===== src/rtl/aarm_pkg.sv =====
// ----------------------------------------------------------------------------
// aarm_pkg
// Types, fixed constants and the arctan table for the axis-angle rotation
// matrix pipeline.
// ----------------------------------------------------------------------------
`default_nettype none

package aarm_pkg;

  localparam int unsigned SQRT_CELLS   = 31;
  localparam int unsigned CORDIC_CELLS = 24;
  localparam int unsigned DIV_CELLS    = 31;
  // input reg, prep, sqrt, divide, unit vector, products, terms, output
  localparam int unsigned PIPE_DEPTH   = 2 + SQRT_CELLS + DIV_CELLS + 4;
  localparam int unsigned CS_DELAY     = SQRT_CELLS + DIV_CELLS - CORDIC_CELLS - 1;
  localparam int unsigned SIDE_DELAY   = SQRT_CELLS + DIV_CELLS + 1;

  localparam logic signed [34:0] Q30_PI      = 35'sd3373259426;
  localparam logic signed [34:0] Q30_HALF_PI = 35'sd1686629713;
  localparam logic signed [33:0] CORDIC_GAIN = 34'sd652032874;
  localparam logic signed [33:0] Q30_ONE     = 34'sd1073741824;

  typedef struct packed {
    logic signed [15:0] axis_x;
    logic signed [15:0] axis_y;
    logic signed [15:0] axis_z;
    logic signed [15:0] angle;
  } req_t;

  typedef struct packed {
    logic signed [15:0] c0_r0;
    logic signed [15:0] c0_r1;
    logic signed [15:0] c0_r2;
    logic signed [15:0] c1_r0;
    logic signed [15:0] c1_r1;
    logic signed [15:0] c1_r2;
    logic signed [15:0] c2_r0;
    logic signed [15:0] c2_r1;
    logic signed [15:0] c2_r2;
    logic               zero_axis;
  } res_t;

  typedef struct packed {
    logic [61:0] n;
    logic [61:0] res;
  } sqrt_t;

  typedef struct packed {
    logic signed [33:0] x;
    logic signed [33:0] y;
    logic signed [34:0] th;
  } cordic_t;

  typedef struct packed {
    logic [2:0][59:0] rem;
    logic [2:0][30:0] q;
    logic [31:0]      r;
  } div_t;

  typedef struct packed {
    logic [2:0][15:0] mag;
    logic [2:0]       neg;
    logic             zero;
  } side_t;

  typedef struct packed {
    logic signed [31:0] c;
    logic signed [31:0] s;
  } cs_t;

  function automatic logic signed [34:0] atan_q30(input int unsigned idx);
    logic signed [34:0] a;
    unique case (idx)
      0:  a = 35'sd843314856;
      1:  a = 35'sd497837829;
      2:  a = 35'sd263043836;
      3:  a = 35'sd133525158;
      4:  a = 35'sd67021686;
      5:  a = 35'sd33543515;
      6:  a = 35'sd16775850;
      7:  a = 35'sd8388437;
      8:  a = 35'sd4194282;
      9:  a = 35'sd2097149;
      10: a = 35'sd1048575;
      11: a = 35'sd524287;
      12: a = 35'sd262143;
      13: a = 35'sd131071;
      14: a = 35'sd65535;
      15: a = 35'sd32767;
      16: a = 35'sd16383;
      17: a = 35'sd8191;
      18: a = 35'sd4095;
      19: a = 35'sd2047;
      20: a = 35'sd1023;
      21: a = 35'sd511;
      22: a = 35'sd255;
      23: a = 35'sd127;
      default: a = '0;
    endcase
    return a;
  endfunction

endpackage

`default_nettype wire


===== src/rtl/aarm_div_cell.sv =====
// ----------------------------------------------------------------------------
// aarm_div_cell
// One restoring-division step for the three axis lanes: decides quotient
// bit K against the shared divisor.
// ----------------------------------------------------------------------------
`default_nettype none

module aarm_div_cell #(
  parameter int unsigned K = 0
) (
  input  wire logic         clk_i,
  input  wire aarm_pkg::div_t dv_i,
  output aarm_pkg::div_t      dv_o
);
  import aarm_pkg::*;

  logic [61:0] dsh;
  logic [61:0] remx;
  div_t        dv_d, dv_q;

  always_comb begin
    dv_d = dv_i;
    dsh  = {30'd0, dv_i.r} << K;
    remx = '0;
    for (int l = 0; l < 3; l++) begin
      remx = {2'b00, dv_i.rem[l]};
      if (remx >= dsh) begin
        dv_d.rem[l]  = 60'(remx - dsh);
        dv_d.q[l][K] = 1'b1;
      end
    end
  end

  always_ff @(posedge clk_i) begin
    dv_q <= dv_d;
  end

  assign dv_o = dv_q;

endmodule

`default_nettype wire


===== config.mk =====
export PLATFORM = sky130hd
export DESIGN_NAME = aarm_div_cell
export DESIGN_NICKNAME = d
export VERILOG_FILES = /design/src/rtl/aarm_pkg.sv /design/src/rtl/aarm_div_cell.sv
export SDC_FILE = /design/constraint.sdc
export NUM_CORES = 1
export LEC_CHECK = 0
export BUFFER_PORTS_ARGS = -buffer_cell sky130_fd_sc_hd__buf_2
export CORE_AREA = 2 2 235 237
export CTS_BUF_LIST = sky130_fd_sc_hd__clkbuf_8 sky130_fd_sc_hd__clkbuf_16
export DETAILED_ROUTE_END_ITERATION = 10
export DIE_AREA = 0 0 237 239
export PLACE_DENSITY = 0.51
export SYNTH_ARGS = -nofsm -noshare
export SYNTH_HDL_FRONTEND = slang
export SYNTH_SLANG_ARGS = --single-unit

===== constraint.sdc =====
create_clock -name clk_i -period 5 [get_ports clk_i]
set_input_delay 1.25 -clock clk_i [delete_from_list [all_inputs] [get_ports clk_i]]
set_output_delay 1.25 -clock clk_i [all_outputs]
set_load 0.005 [all_outputs]

# After elaboration in Yosys (flattened, before gate mapping)
# Index checks and enable logic that the tools add are counted.
# W data, S select, Z words.
[word_totals]
register_bits = 305
elab_cells = 19
input_bits = 306
[op_classes]
n_lt_le_gt_ge = 3
add_sub_neg = 3
n_mux = 3
[ops]
columns = ["op", "n"]
rows = [
  ["$ge A60 B32 Y1", 3],
  ["$mux W60", 3],
  ["$sub A60 B32 Y60", 3],
]

# Longest topological paths before layout
[depth]
word_depth = 2
depth_mapped = 14

# Worst setup path before layout
# OpenSTA, ideal clock, no wires.
[synth_timing]
kind = "input to register"
start = "in dv_i[125] in the netlist's numbering"
end = "reg dv_q (netlist bit dv_o[167])"
setup_time_ps = 72
arrival_time_ps = 3995
slack_ps = 933
path_buffers = 1
required_ps = 4928
stages = 13
path_cell_list = "inv_1 -> ha_1 -> fa_1 -> nand2b_1 -> a21oi_1 -> a21oi_1 -> a21o_1 -> a211oi_1 -> nor3_1 -> buf_2 -> or4b_4 -> nor3b_1 -> xor2_1"
[synth_rtl]
columns = ["item", "line", "source"]
rows = [
  ["from (decl)", "aarm_div_cell.sv:12", "input wire aarm_pkg::div_t dv_i,"],
  ["to (signal assigned)", "aarm_div_cell.sv:35", "dv_q <= dv_d;"],
  ["to (decl)", "aarm_div_cell.sv:19", "div_t dv_d, dv_q;"],
]

==> impl_results.md <==
* Worst-path cell chain: buf_2 > ha_1 > fa_1 > nor2b_1 > o21bai_1 > a21oi_1 > o41ai_1 > buf_4 > o31ai_2 > o21ai_2 > or4_4 > nor4_1 > xor2_1
* Crit path DAT at 4.62 ns
* Final hold viol count at 0
* Nets at 2656
* P&R area growth vs syn at 34.9%
* Relative max-transition margin at 43.0%
* GPL Wtd Cong at 0.919
* Worst endpoint required time at 5.47 ns
* Max-slew violation count at 0
* Syn. warnings at 0
* PD cells at 361 nW/µm²
* GRT Total Usage at 20.1%
* Measured slew at the worst slew-check pin at 0.853 ns
* Max VDD drop at 0.216 mV
* Main combinational cell family by area after synthesis: simple AND/OR/NAND/NOR gates
* Final wirelength at 60200 µm
* Largest area contributor in the netlist: dfxtp_1
* Worst setup SP type: input pin
* DRC viols at 0
* Clk root buf: clkbuf_16
* H-tree level count at 2
* Area fraction of the dominant cell type after synthesis at 42.0%
* Vias per Instance at 4.83
* Post-cts resize count at 0
* Initial Util at 26.8%
* RSZ-0062 raised after global routing: false
* CP top delay family: simple AND/OR/NAND/NOR gates
* DP HPWL at 50500 µm
* CORE AREA at 54300 µm²
* Crit-path max FO at 11
* Adder-cell share of the synthesized area at 8.67%
* CTS tree: built
* Clk buf depth at 3
* Post-route ant nets at 0
* Share of cells above drive strength 1 at 31.5%
* Final cycle utilization of the critical path at 83.0%
* Count leader, synth: dfxtp_1
* Die X at 237 µm
* FMAX at 0.241 GHz
* Crit path kind: input pin to flop
* Post-synthesis compound-gate area fraction at 17.8%
* Die Footprint at 56600 µm²
* Mapped Area at 14600 µm²
* Grt ovf at 0
* LEAKAGE at 8.99 nW
* Top cells by area, synth: dfxtp_1, ha_1, xor2_1, o21ai_0, nand2_1
* Flip-flop and latch count after synthesis at 305
* IO Port Bufs at 610
* Asr flop ratio synth at 0%
* Drt first-iter violations at 810
* Hold buffers post-CTS at 0
* Setup TNS at 0 ns
* Final WS setup at 0.851 ns
* TritonCTS Buffers at 37
* Slowest stage cell, crit path: or4_4
* Status: completed
* Clock sinks at 305
* XOR/XNOR Fraction of Synth Area at 9.93%
* Post-Synthesis Cells at 1653
* # IOs at 611
* Max incr delay on CP at 0.66 ns
* Initial antenna violation count at 15
* Synth top cells by count: dfxtp_1, nand2_1, o21ai_0
* Mux share of post-synthesis cell area at 0.146%
* Average wire per standard cell at 20.1 µm
* Post-synth EDFFs at 0
* Max reg flops at 305
* Yosys cell types at 75
* Post-synth top flop: dfxtp_1
* Min cycle time layout at 4.15 ns
* Number of global-route vias before repair at 14100
* Die height at 239 µm
* CP Buf/Inv Count at 2
* Simple-gate area share of the yosys netlist at 18.0%
* Hold Startpoint: dv_i[80]
* Post-CTS Setup Bufs at 0
* Sequential area share after synthesis at 42.0%
* First-pass iteration count of the detailed router at 6
* Syn nets at 2058
* Via count at 14400
* Global-route wire length before repair at 86200 µm
* Post-Place Worst Slack at 0.273 ns
* CP Launch Point: dv_i[0]
* Max-cap viol count at 0
* CTS clk-pin slew, worst paths at 0.06 ns
* Setup Viol. Count Final at 0
* Syn_area_per_cell at 8.80 µm²
* Pin count of the biggest net entering global routing at 69
* Hold crit path type: input pin to flop
* Cell row count at 86
* Crit end category: flop
## kinds of logic (layout without fill, tap and decap cells)
group,after synthesis,count (layout)
xor gates and xnor gates,165,165
DFF,305,305
adders and majority gates,99,99
buffers and inverters,122,748
other,0,7
muxes,2,2
AOI/OAI and AO/OA,426,426
and+or+nand+nor,534,534
## through the flow
stage | utilization, % | power, mW | std cells | cell area (µm²) | hold WS (ns)
2_1_floorplan | - | 3.58 | 1653 | 14600 | 1.28
3_3_place_gp | 33.7 | 4.37 | 2916 | 18300 | 1.35
3_5_place_dp | 33.7 | 4.36 | 2916 | 18300 | 1.35
4_1_cts | 36.1 | 7.21 | 2983 | 19600 | 0.763
5_1_grt | 36.1 | 7.44 | 2989 | 19600 | 0.771
6_report | 36.1 | 7.09 | 2990 | 19600 | 0.803
## area by class of cell
class                   count  area [µm²]
fillers                  5683       34700
multi-input cells        1226        7950
flip-flops and latches    305        6110
repair buffers            628        3200
clock buffers              43        1030
well taps                 704         881
clock inverters            24         246
inverters                  53         199
diodes                      7        17.5
## report_power, final
part / internal (mW) / switching [mW]
clock network: 1.69 / 1.09
logic: 0.632 / 0.879
registers: 2.71 / 0.0876
total: 5.03 / 2.06
## routing by layer
layer | track usage [%] | wire (µm)
met2 | 36.9 | 30800
met1 | 23.3 | 24300
met3 | 4.00 | 3480
met4 | 6.41 | 1560
met5 | 0 | 80
## layout by cell type, fill, tap and decap left out, drive strengths merged, types with 42 or more instances in the layout
cell type  synthesis  layout
a21o              42      42
a21oi            105     105
buf               30     628
clkbuf            39      43
dfxtp            305     305
ha                96      96
inv               53      62
nand2            199     199
nor2              96      96
nor3              53      53
o21ai            159     159
xnor2             57      57
xor2             108     108
## final timing paths
check                 to  cells after the start
max    dv_o[304]$_DFF_P_                     13
min     dv_o[80]$_DFF_P_                      1
No activity file was read; power rests on OpenSTA's default activity.
