`src/rtl/aarm_pkg.sv`:
```
// ----------------------------------------------------------------------------
// aarm_pkg
// Types, fixed constants and the arctan table for the axis-angle rotation
// matrix pipeline.
// ----------------------------------------------------------------------------
`default_nettype none

package aarm_pkg;

  localparam int unsigned SQRT_CELLS   = 31;
  localparam int unsigned CORDIC_CELLS = 24;
  localparam int unsigned DIV_CELLS    = 31;
  // input reg, prep, sqrt, divide, unit vector, products, terms, output
  localparam int unsigned PIPE_DEPTH   = 2 + SQRT_CELLS + DIV_CELLS + 4;
  localparam int unsigned CS_DELAY     = SQRT_CELLS + DIV_CELLS - CORDIC_CELLS - 1;
  localparam int unsigned SIDE_DELAY   = SQRT_CELLS + DIV_CELLS + 1;

  localparam logic signed [34:0] Q30_PI      = 35'sd3373259426;
  localparam logic signed [34:0] Q30_HALF_PI = 35'sd1686629713;
  localparam logic signed [33:0] CORDIC_GAIN = 34'sd652032874;
  localparam logic signed [33:0] Q30_ONE     = 34'sd1073741824;

  typedef struct packed {
    logic signed [15:0] axis_x;
    logic signed [15:0] axis_y;
    logic signed [15:0] axis_z;
    logic signed [15:0] angle;
  } req_t;

  typedef struct packed {
    logic signed [15:0] c0_r0;
    logic signed [15:0] c0_r1;
    logic signed [15:0] c0_r2;
    logic signed [15:0] c1_r0;
    logic signed [15:0] c1_r1;
    logic signed [15:0] c1_r2;
    logic signed [15:0] c2_r0;
    logic signed [15:0] c2_r1;
    logic signed [15:0] c2_r2;
    logic               zero_axis;
  } res_t;

  typedef struct packed {
    logic [61:0] n;
    logic [61:0] res;
  } sqrt_t;

  typedef struct packed {
    logic signed [33:0] x;
    logic signed [33:0] y;
    logic signed [34:0] th;
  } cordic_t;

  typedef struct packed {
    logic [2:0][59:0] rem;
    logic [2:0][30:0] q;
    logic [31:0]      r;
  } div_t;

  typedef struct packed {
    logic [2:0][15:0] mag;
    logic [2:0]       neg;
    logic             zero;
  } side_t;

  typedef struct packed {
    logic signed [31:0] c;
    logic signed [31:0] s;
  } cs_t;

  function automatic logic signed [34:0] atan_q30(input int unsigned idx);
    logic signed [34:0] a;
    unique case (idx)
      0:  a = 35'sd843314856;
      1:  a = 35'sd497837829;
      2:  a = 35'sd263043836;
      3:  a = 35'sd133525158;
      4:  a = 35'sd67021686;
      5:  a = 35'sd33543515;
      6:  a = 35'sd16775850;
      7:  a = 35'sd8388437;
      8:  a = 35'sd4194282;
      9:  a = 35'sd2097149;
      10: a = 35'sd1048575;
      11: a = 35'sd524287;
      12: a = 35'sd262143;
      13: a = 35'sd131071;
      14: a = 35'sd65535;
      15: a = 35'sd32767;
      16: a = 35'sd16383;
      17: a = 35'sd8191;
      18: a = 35'sd4095;
      19: a = 35'sd2047;
      20: a = 35'sd1023;
      21: a = 35'sd511;
      22: a = 35'sd255;
      23: a = 35'sd127;
      default: a = '0;
    endcase
    return a;
  endfunction

endpackage

`default_nettype wire

```
`src/rtl/aarm_sqrt_cell.sv`:
```
// ----------------------------------------------------------------------------
// aarm_sqrt_cell
// One digit of the integer square root: decides result bit K and passes the
// partial remainder on.
// ----------------------------------------------------------------------------
`default_nettype none

module aarm_sqrt_cell #(
  parameter int unsigned K = 0
) (
  input  wire logic          clk_i,
  input  wire aarm_pkg::sqrt_t sq_i,
  output aarm_pkg::sqrt_t      sq_o
);
  import aarm_pkg::*;

  localparam logic [61:0] BIT = 62'd1 << (2 * K);

  logic [61:0] trial;
  sqrt_t       sq_d, sq_q;

  always_comb begin
    trial = sq_i.res + BIT;
    if (sq_i.n >= trial) begin
      sq_d.n   = sq_i.n - trial;
      sq_d.res = (sq_i.res >> 1) + BIT;
    end else begin
      sq_d.n   = sq_i.n;
      sq_d.res = sq_i.res >> 1;
    end
  end

  always_ff @(posedge clk_i) begin
    sq_q <= sq_d;
  end

  assign sq_o = sq_q;

endmodule

`default_nettype wire

```
`config.mk`:
```
export PLATFORM = sky130hd
export DESIGN_NAME = aarm_sqrt_cell
export DESIGN_NICKNAME = d
export VERILOG_FILES = /design/src/rtl/aarm_pkg.sv /design/src/rtl/aarm_sqrt_cell.sv
export SDC_FILE = /design/constraint.sdc
export NUM_CORES = 1
export LEC_CHECK = 0
export BUFFER_PORTS_ARGS = -buffer_cell sky130_fd_sc_hd__buf_2
export CORE_MARGIN = 2
export CORE_UTILIZATION = 54
export DETAILED_ROUTE_END_ITERATION = 12
export PLACE_DENSITY = 0.82
export SLEW_MARGIN = 20
export SYNTH_ARGS = -nofsm -noshare
export SYNTH_HDL_FRONTEND = slang
export SYNTH_SLANG_ARGS = --single-unit
```
`constraint.sdc`:
```
create_clock -name clk_i -period 7.4 [get_ports clk_i]
set_input_delay 0.74 -clock clk_i [delete_from_list [all_inputs] [get_ports clk_i]]
set_output_delay 0.74 -clock clk_i [all_outputs]
set_load 0.01 [all_outputs]
```
## Yosys cells after proc, flatten, opt, wreduce, memory -nomap -nowiden

Index checks and enable logic that the tools add are counted.

- Bits in registers: 124
- Input bits: 125
- Output and inout bits: 124
- Word-level logic and storage cells: 8

- Add/sub/neg operators: 3
- $lt $le $gt $ge: 1
- Mux-type cells: 1

Operator list:

| cell | number |
|---|---|
| $mux W124 | 1 |
| $add A61 B1 Y62 const B | 1 |
| $add A62 B1 Y62 const B | 1 |
| $ge A62 B62 Y1 | 1 |
| $sub A62 B62 Y62 | 1 |

## Logic depth before layout (Yosys ltp)

- Depth in word-level cells: 3
- Gate-level depth with buffers: 25
- Mapped depth without buffers: 20

## Worst setup path after synthesis

Ideal clock, no wire load.

- Kind: input port to flip-flop
- Start: in sq_i[7] in the netlist's numbering
- End: reg sq_q (netlist bit sq_o[31])
- Setup time: 0.072 ns
- Data arrival time: 5.478 ns
- Data required time: 7.328 ns
- Setup slack: 1.850 ns
- Cell stages on the path: 21
- Path through: clkbuf_1 -> and3_1 -> nand2_1 -> nor2_1 -> nand2_1 -> or3_1 -> or3_1 -> nor2_1 -> nand3_1 -> xnor2_1 -> ha_1 -> and3_1 -> nand2_1 -> or4_4 -> or3_4 -> a31o_1 -> buf_6 -> or3_4 -> buf_6 -> nor4_4 -> xor2_1

RTL lines:

| what | line | source |
|---|---|---|
| start, declared | aarm_sqrt_cell.sv:12 | `input wire aarm_pkg::sqrt_t sq_i,` |
| end signal, assigned | aarm_sqrt_cell.sv:34 | `sq_q <= sq_d;` |
| end, declared | aarm_sqrt_cell.sv:20 | `sqrt_t sq_d, sq_q;` |

==> reports/metrics.yaml <==
slew_headroom: 0.2801
dpl.hpwl_um: 26950
cts_root_buf: "clkbuf_16"
ios: 249
fin_crit_ns: 6.600
largest_reg_flops: 124
postSynthCellCount: 1216
cts_hold_buffers: 0
synth.distinct_cells: 68
synth_top_flop_cell: "dfxtp_1"
syn_to_final_growth_pct: 21.03
grt_usage: 0.3603
clk_pin_slew_ns: 0.06
die_h_um: 134.9
period_share: 0.8919
drive_above_1_share: 0.2148
internal_power_mw: 1.597
synth.ff_latch_count: 124
syn_area_per_cell_um2: 7.609
cts_setup_buffers: 0
cpPeakStageDelay_ns: 0.59
tightest_slew_ns: 1.069
antenna_found_initial: 3
synthAdderAreaFrac: 0.08871
multi_input_area_um2: 6421
cts_tree: "done"
power.switching_uw: 791.1
status: "complete, no violations"
syn-cell-area_um2: 9253
ir_drop_mv: 0.1703
nets: 1620
fin_util: 0.6729
tns_ns: 0
final-seq-area_um2: 2482
wl_per_cell_um: 20.13
clock.fmax_mhz: 151.5
layout_setup_ws_ns: 0.7997
hold_path.class: "in -> reg"
cts_max_level: 4
synth-edff-count: 0
worst-path-max-fanout: 58
rsz0062_at_grt: "no"
cts_buffer_depth: 2
crit_slowest_cell: "buf_4"
row_count: 47
p_clk_frac: 0.378
p_comb_frac: 0.297
cp_top_family: "simple AND/OR/NAND/NOR gates"
initial_core_util: 0.5560
wl_um: 33540
cp-end-kind: "flop"
grt_start_max_net_pins: 59
maxCapViolCount: 0
p_sw_frac: 0.3313
drtAntennaViolNets: 0
crit_required_ns: 7.76
hold_viol_final: 0
path_class: "in -> reg"
synth-compound-area-share: 0.1849
ys_async_sr_fraction: 0
preCtsSetupSlack_ns: 0.5975
synth.area.mux_share: 0
p_leak_nw: 4.831
drc: 0
grt_overflow: 0
critPathLaunchType: "primary input"
seqPwrFrac: 0.325
vias: 10150
power_per_cell_area_nw_per_um2: 213.2
first_pass_iters: 5
fp.dieW_um: 134.9
cp.arrival_ns: 6.96
cts-resized-gates: 0
cts_buffers: 17
synth_nets: 1406
drt_iter0_drc: 1012
drv_slew: 0
core_um2: 16640
synth_top_family_by_area: "simple AND/OR/NAND/NOR gates"
crit_chain: "buf_2 > and4_1 > nand2_1 > nor2_1 > nand2_1 > or3_1 > or3_1 > nor2_1 > nand3_1 > xor2_1 > ha_1 > nand4_1 > nor4b_1 > nand4_1 > o211ai_1 > nand3_1 > nand3_4 > buf_4 > nand3_1 > nor2_1 > xor2_1"
cts_sinks: 124
synth-seq-area-share: 0.2683
portBuffers: 248
die_area_um2: 18200
fillers: 1460
gp_congestion: 0.9986
grt_pass1_vias: 9328
synthXorXnorAreaFrac: 0.1675
yosys_warnings: 0
yosys.area_share.simple: 0.2515
viasPerCell: 6.092
cp_num_buf_inv: 2
grt_pass1_wl_um: 50160
setup_viol: 0
==> synth_stat cells, drive strengths merged, types with 22 or more instances <==
cell type	number	share of area
a21oi	118	0.064
dfxtp	124	0.27
nand2	142	0.059
inv	25	0.010
a21o	24	0.020
and3	22	0.015
nand3	40	0.022
xnor2	92	0.087
nor3	30	0.017
xor2	85	0.080
nor2	141	0.058
buf	28	0.016
ha	64	0.087
clkbuf	31	0.013
o21ai	61	0.033
nand4	46	0.031
==> power by group through the flow <==
stage	Combinational, mW	Clock (mW)	Sequential, mW
3_3_place_gp	0.687	0	0.787
4_1_cts	0.696	0.905	0.775
5_1_grt	0.769	0.930	0.781
3_5_place_dp	0.691	0	0.788
6_report	0.709	0.903	0.775
2_1_floorplan	0.399	0	0.832
==> per-stage QoR <==
step / hold WS (ns) / cell area (um^2) / power (mW) / cells
after floorplan: 0.8366 / 9253 / 1.231 / 1216
after global placement: 0.9610 / 10560 / 1.475 / 1631
final: 0.5217 / 11200 / 2.388 / 1666
after CTS: 0.5163 / 11190 / 2.377 / 1663
after detailed placement: 0.9612 / 10560 / 1.479 / 1631
after global routing: 0.5443 / 11200 / 2.479 / 1666
==> kinds of logic (layout without fill, tap and decap cells) <==
kind of cell    count (synthesis)  count (layout)
xor+xnor                      177             177
buf+inv                        84             311
flops                         124             124
other cells                     0               3
compound gates                282             282
simple gates                  484             484
fa+ha+maj                      65              65
==> final timing paths <==
check / from / endpoint / slack (ns) / cells past startpoint
max: sq_i[3] / sq_o[60] / 0.80 / 21
min: sq_i[72] / sq_o[72] / 0.52 / 3
==> metal layers <==
layer | wire [um] | up-vias | global-route usage
met2 | 14900 | 634 | 0.5680
met1 | 13780 | 4696 | 0.4759
met4 | 1369 | 0 | 0.1661
met5 | 0 | - | 0
li1 | - | 4731 | -
met3 | 3492 | 88 | 0.07020
==> final cells by class <==
class / instances / share of cell area
Multi-Input combinational cell: 1008 / 0.5734
Clock buffer: 18 / 0.03922
Clock inverter: 14 / 0.01721
Inverter: 25 / 0.008380
Timing Repair Buffer: 254 / 0.1149
Tap cell: 220 / 0.02458
Sequential cell: 124 / 0.2217
Antenna cell: 3 / 0.0006704
==> placed cells by master (no fill, tap or decap), drive strengths merged, types with 7 or more instances in the layout <==
cell	count
buf	254
nand2	142
nor2	141
dfxtp	124
a21oi	118
xnor2	92
xor2	85
ha	64
o21ai	61
nand4	46
nand3	40
nor3	30
inv	26
a21o	24
and3	22
clkbuf	18
o21bai	15
a211oi	12
nor4	12
o31ai	9
or3	8
and4	7
and2	7
nand2b	7
No activity file was read; power rests on OpenSTA's default activity.
