===== src/rtl/aarm_pkg.sv =====
// ----------------------------------------------------------------------------
// aarm_pkg
// Types, fixed constants and the arctan table for the axis-angle rotation
// matrix pipeline.
// ----------------------------------------------------------------------------
`default_nettype none

package aarm_pkg;

  localparam int unsigned SQRT_CELLS   = 31;
  localparam int unsigned CORDIC_CELLS = 24;
  localparam int unsigned DIV_CELLS    = 31;
  // input reg, prep, sqrt, divide, unit vector, products, terms, output
  localparam int unsigned PIPE_DEPTH   = 2 + SQRT_CELLS + DIV_CELLS + 4;
  localparam int unsigned CS_DELAY     = SQRT_CELLS + DIV_CELLS - CORDIC_CELLS - 1;
  localparam int unsigned SIDE_DELAY   = SQRT_CELLS + DIV_CELLS + 1;

  localparam logic signed [34:0] Q30_PI      = 35'sd3373259426;
  localparam logic signed [34:0] Q30_HALF_PI = 35'sd1686629713;
  localparam logic signed [33:0] CORDIC_GAIN = 34'sd652032874;
  localparam logic signed [33:0] Q30_ONE     = 34'sd1073741824;

  typedef struct packed {
    logic signed [15:0] axis_x;
    logic signed [15:0] axis_y;
    logic signed [15:0] axis_z;
    logic signed [15:0] angle;
  } req_t;

  typedef struct packed {
    logic signed [15:0] c0_r0;
    logic signed [15:0] c0_r1;
    logic signed [15:0] c0_r2;
    logic signed [15:0] c1_r0;
    logic signed [15:0] c1_r1;
    logic signed [15:0] c1_r2;
    logic signed [15:0] c2_r0;
    logic signed [15:0] c2_r1;
    logic signed [15:0] c2_r2;
    logic               zero_axis;
  } res_t;

  typedef struct packed {
    logic [61:0] n;
    logic [61:0] res;
  } sqrt_t;

  typedef struct packed {
    logic signed [33:0] x;
    logic signed [33:0] y;
    logic signed [34:0] th;
  } cordic_t;

  typedef struct packed {
    logic [2:0][59:0] rem;
    logic [2:0][30:0] q;
    logic [31:0]      r;
  } div_t;

  typedef struct packed {
    logic [2:0][15:0] mag;
    logic [2:0]       neg;
    logic             zero;
  } side_t;

  typedef struct packed {
    logic signed [31:0] c;
    logic signed [31:0] s;
  } cs_t;

  function automatic logic signed [34:0] atan_q30(input int unsigned idx);
    logic signed [34:0] a;
    unique case (idx)
      0:  a = 35'sd843314856;
      1:  a = 35'sd497837829;
      2:  a = 35'sd263043836;
      3:  a = 35'sd133525158;
      4:  a = 35'sd67021686;
      5:  a = 35'sd33543515;
      6:  a = 35'sd16775850;
      7:  a = 35'sd8388437;
      8:  a = 35'sd4194282;
      9:  a = 35'sd2097149;
      10: a = 35'sd1048575;
      11: a = 35'sd524287;
      12: a = 35'sd262143;
      13: a = 35'sd131071;
      14: a = 35'sd65535;
      15: a = 35'sd32767;
      16: a = 35'sd16383;
      17: a = 35'sd8191;
      18: a = 35'sd4095;
      19: a = 35'sd2047;
      20: a = 35'sd1023;
      21: a = 35'sd511;
      22: a = 35'sd255;
      23: a = 35'sd127;
      default: a = '0;
    endcase
    return a;
  endfunction

endpackage

`default_nettype wire


===== src/rtl/aarm_cordic_cell.sv =====
// ----------------------------------------------------------------------------
// aarm_cordic_cell
// One rotation-mode CORDIC micro-rotation with a fixed shift of IDX.
// ----------------------------------------------------------------------------
`default_nettype none

module aarm_cordic_cell #(
  parameter int unsigned IDX = 0
) (
  input  wire logic            clk_i,
  input  wire aarm_pkg::cordic_t co_i,
  output aarm_pkg::cordic_t      co_o
);
  import aarm_pkg::*;

  localparam logic signed [34:0] ANGLE = atan_q30(IDX);

  logic signed [33:0] dx, dy;
  cordic_t            co_d, co_q;

  always_comb begin
    dx = co_i.y >>> IDX;
    dy = co_i.x >>> IDX;
    if (co_i.th >= 0) begin
      co_d.x  = co_i.x - dx;
      co_d.y  = co_i.y + dy;
      co_d.th = co_i.th - ANGLE;
    end else begin
      co_d.x  = co_i.x + dx;
      co_d.y  = co_i.y - dy;
      co_d.th = co_i.th + ANGLE;
    end
  end

  always_ff @(posedge clk_i) begin
    co_q <= co_d;
  end

  assign co_o = co_q;

endmodule

`default_nettype wire


===== config.mk =====
export PLATFORM = sky130hd
export DESIGN_NAME = aarm_cordic_cell
export DESIGN_NICKNAME = d
export VERILOG_FILES = /design/src/rtl/aarm_pkg.sv /design/src/rtl/aarm_cordic_cell.sv
export SDC_FILE = /design/constraint.sdc
export NUM_CORES = 1
export LEC_CHECK = 0
export ABC_AREA = 1
export BUFFER_PORTS_ARGS = -buffer_cell sky130_fd_sc_hd__clkbuf_2
export CELL_PAD_IN_SITES_DETAIL_PLACEMENT = 0
export CELL_PAD_IN_SITES_GLOBAL_PLACEMENT = 2
export CORE_MARGIN = 2
export CORE_UTILIZATION = 27
export CTS_CLUSTER_DIAMETER = 40
export DETAILED_ROUTE_END_ITERATION = 12
export PLACE_DENSITY_LB_ADDON = 0.08
export SYNTH_ARGS = -nofsm -noshare
export SYNTH_HDL_FRONTEND = slang
export SYNTH_SLANG_ARGS = --single-unit

===== constraint.sdc =====
create_clock -name clk_i -period 2.3 [get_ports clk_i]
set_input_delay 0.46 -clock clk_i [delete_from_list [all_inputs] [get_ports clk_i]]
set_output_delay 0.46 -clock clk_i [all_outputs]
set_load 0.01 [all_outputs]

---- Yosys cells after proc, flatten, opt, wreduce, memory -nomap -nowiden ----
Cells that the tools add are included.
operators by class
  add/sub/neg operators ................... 5
  magnitude comparators ................... 1
  multiplexer cells ....................... 1
operators with widths
  cell                                                                     number
  103-bit 2-to-1 mux                                                       1
  34-bit subtractor                                                        2
  35-bit by 31-bit adder with 35-bit output (second input constant)        1
  35-bit by 1-bit >= comparator with 1-bit output (second input constant)  1
  35-bit by 31-bit subtractor with 35-bit output (second input constant)   1
  34-bit adder                                                             1
word-level totals
  register bits ........................... 103
  input port bits ......................... 104
  output and inout port bits .............. 103

---- Logic depth before layout (Yosys ltp) ----
  word-level depth ........................ 2
  depth in mapped cells ................... 17
  depth with buffers taken out ............ 16

---- Worst setup path after synthesis ----
Ideal clock, no wire load.
  path kind ............................... input to register
  start ................................... in co_i[34] (netlist bit)
  end ..................................... reg co_q, in the netlist co_o[33]
  arrival ................................. 2.363 ns
  required time ........................... 2.188 ns
  path slack .............................. -0.175 ns
  cell stages on the path ................. 15
  path buffers ............................ 2
  cells stage by stage .................... inv_1 > clkbuf_1 > buf_2 > fa_1 > nand2_1 > nand2_1 > o21ai_1 > o21ai_0 > nand2_1 > nand2_2 > nand2_1 > nand2_1 > nand2_1 > nand3_1 > nand2_1
RTL lines
  item                  line                    text
  start, declared       aarm_cordic_cell.sv:11  input wire aarm_pkg::cordic_t co_i,
  end signal, assigned  aarm_cordic_cell.sv:36  co_q <= co_d;
  end, declared         aarm_cordic_cell.sv:19  cordic_t co_d, co_q;

==> results by group <==
Status
  • Outcome: finished, final reports clean

Pwr
  • VDD IR max: 337 uV
  • Design Power: 8.21 mW
  • PD cells: 507 mW/mm2
  • P_leak: around 9.0 nW

STA
  • Min cycle time layout: around 2200 ps
  • Fin. max-slew vios: 0
  • RSZ-0062 raised after global routing: no
  • Hold slack: 165 ps
  • TNS Setup: 0 ps
  • Worst slew pin tran: 786 ps
  • Relative slew slack: 0.476
  • Fin crit share: 0.954
  • Endpoints failing hold: 0
  • Final setup viols: 0
  • Max Clk Rate: 456 MHz

Finish
  • Layout cells sized above 1: 0.284
  • ANT cells: 0
  • Max reg flops: approximately 100
  • Post-layout net count: roughly 2700
  • Synth-to-Final Area Change: 45.3%

Setup path
  • Crit-path cells: clkbuf_2 > ha_1 > fa_1 > nand2_1 > nand3_1 > and2_1 > nand2_1 > nand3_1 > buf_4 > xor2_1 > nand2_1 > o21ai_0
  • Critical Path Start Type: input pin
  • Crit path largest cell delay: roughly 410 ps
  • Worst Path Max Fanout: 3
  • Critical Path End Type: flop
  • CP Buf/Inv Count: 2
  • Worst path most repeated cell: nand2_1
  • Worst EP arrival: 2440 ps
  • CP required: 2550 ps
  • Cell family with most CP delay: simple AND/OR/NAND/NOR gates
  • Kind of critical path: in -> reg
  • Slowest CP cell: fa_1

CTS
  • CTS tree: done
  • Root Buffer: clkbuf_16
  • Post-CTS sizing: 0
  • Post-CTS Hold Fix Bufs: 0
  • CTS Sinks: 102
  • CTS H-Tree Depth: 3
  • Clk slew on worst S/H paths: about 70 ps
  • Inserted Clock Buffers: 9
  • Total setup buffers inserted after CTS: 0
  • Clock tree buffer depth: 2

Logic synthesis
  • Yosys reg bits: 102
  • EDFF count, synth: 0
  • Post-synth ARST share: 0
  • Post-Syn Instances: ~1900
  • Cell variety after synth: 41
  • Syn Area/Cell: 6.00 um2
  • Syn nets: 2097
  • Seq/Total Area, Yosys: 0.183
  • Top FF cell, synth: dfxtp_1
  • Syn Std Cell Area: 0.0111 mm2
  • YS warnings: 0

Die
  • Chip height: 207 um
  • Initial Util: 0.273
  • Die W: 207 um
  • IO Count: 207
  • # rows: 74
  • CORE AREA: 0.0408 mm2
  • Die area: between 0.04 and 0.05 mm2

GRT
  • Total global-route track usage: 0.235
  • Number of global-route vias before repair: about 14000
  • Remaining global-route overflow: 0
  • Largest net degree at the start of global routing: 62
  • First-pass GRT wire length: ~80000 um
  • Initial antenna violation count: 0

Detailed routing
  • Routed Antenna Nets: 0
  • WL per Instance: 16.9 um
  • Initial DRC count: 758
  • Drt first pass iters: 5
  • DR vias: 13753
  • Overall routed net length: between 50000 and 60000 um
  • DRC Markers: 0
  • Vias per inst: 4.58

Placed design
  • Dpl hpwl: approximately 45000 um
  • Buffers on Ports: 206
  • GP Congestion: 0.904

Hold path
  • Hold Crit Start: co_i[0]
  • Worst Hold End: co_o[0]
  • Tightest Hold Check Type: in -> reg
  • Worst hold path stage count: 1

Job
  • Max-cap viol count: 0
## worst max path at each step
stage,start,end,slack [ps],cells past startpoint
floorplan,co_i[34],co_o[33],8,15
global placement,co_i[40],co_o[51],-410,11
detailed placement,co_i[40],co_o[51],-410,11
CTS,co_i[40],co_o[51],4,11
global route,co_i[58],co_o[62],4,14
finish,co_i[35],co_o[47],110,12
## where the power goes
part / internal [mW] / total, mW / switching, mW
combinational: 1.83 / 4.25 / 2.41
clock: 0.883 / 1.74 / 0.853
sequential: 2.11 / 2.22 / 0.117
total: 4.82 / 8.21 / 3.38
## placed cells by master, fill, tap and decap left out, types with 7 or more instances in the layout
cell,count
nand2_1,525
buf_4,435
inv_1,258
clkbuf_2,206
nand3_1,182
nor2_1,167
a21oi_1,142
ha_1,125
o21ai_0,102
dfxtp_1,102
xor2_1,43
nor3_1,22
nand4_1,20
o21bai_1,18
a21o_1,10
o21ai_1,9
clkbuf_16,9
nand2_2,8
xnor2_1,8
nor2_2,7
a21oi_2,7
## routing by layer
metal | vias to the layer above | routed length, um | part of all wire | GRT usage
li1 | 7187 | - | - | -
met1 | 6255 | 24500 | 0.48 | 0.311
met2 | 266 | 23600 | 0.46 | 0.403
met3 | 45 | 1590 | 0.031 | 0.0258
met4 | 0 | 1150 | 0.023 | 0.0650
met5 | - | 0 | 0 | 0
## cell type report
class                           instances  area (um2)
Multi-Input combinational cell       1450        7890
Tap cell                              532         666
Clock buffer                           10         239
Timing Repair Buffer                  642        4320
Clock inverter                          5        66.3
Fill cell                            4527       24600
Inverter                              262         983
Sequential cell                       102        2040
## metrics by stage
step / instances / setup slack (ps) / utilization / area (um2)
after floorplan: 1859 / 8.31 / - / 11200
after global placement: 2988 / -407 / 0.388 / 15800
after detailed placement: 2988 / -413 / 0.388 / 15800
after CTS: 3003 / 3.51 / 0.395 / 16100
after global routing: 3003 / 3.76 / 0.397 / 16200
final: 3003 / 107 / 0.397 / 16200
## synth_stat cells, types with 2 or more instances
cell / instances / share of area
nand2_1: 527 / 0.18
inv_1: 260 / 0.088
nand3_1: 182 / 0.082
nor2_1: 169 / 0.057
a21oi_1: 146 / 0.066
ha_1: 130 / 0.15
o21ai_0: 104 / 0.047
dfxtp_1: 102 / 0.18
xor2_1: 43 / 0.034
buf_4: 23 / 0.015
nor3_1: 23 / 0.010
nand4_1: 20 / 0.011
o21bai_1: 19 / 0.013
buf_2: 14 / 0.0063
a21o_1: 10 / 0.0067
o21ai_1: 9 / 0.0040
xnor2_1: 8 / 0.0063
clkbuf_1: 6 / 0.0020
nand2_2: 6 / 0.0034
a31oi_1: 5 / 0.0028
nor2_2: 5 / 0.0028
nor4_1: 5 / 0.0028
or2_2: 5 / 0.0028
a21boi_0: 4 / 0.0027
fa_1: 4 / 0.0072
nand3b_1: 4 / 0.0027
o22ai_1: 4 / 0.0022
a21oi_2: 3 / 0.0024
o21a_1: 3 / 0.0020
buf_6: 2 / 0.0020
inv_2: 2 / 0.00067
nand3_2: 2 / 0.0018
o211ai_1: 2 / 0.0013
## kinds of logic after synthesis
logic type	count (synthesis)	share of synthesized area
and+or+nand+nor	953	0.358
DFF	102	0.183
buffers and inverters	307	0.114
xor gates and xnor gates	51	0.0401
adders and majority gates	134	0.153
AOI/OAI and AO/OA	311	0.151
muxes	1	0.000898
(Power assumes the default switching activity.)
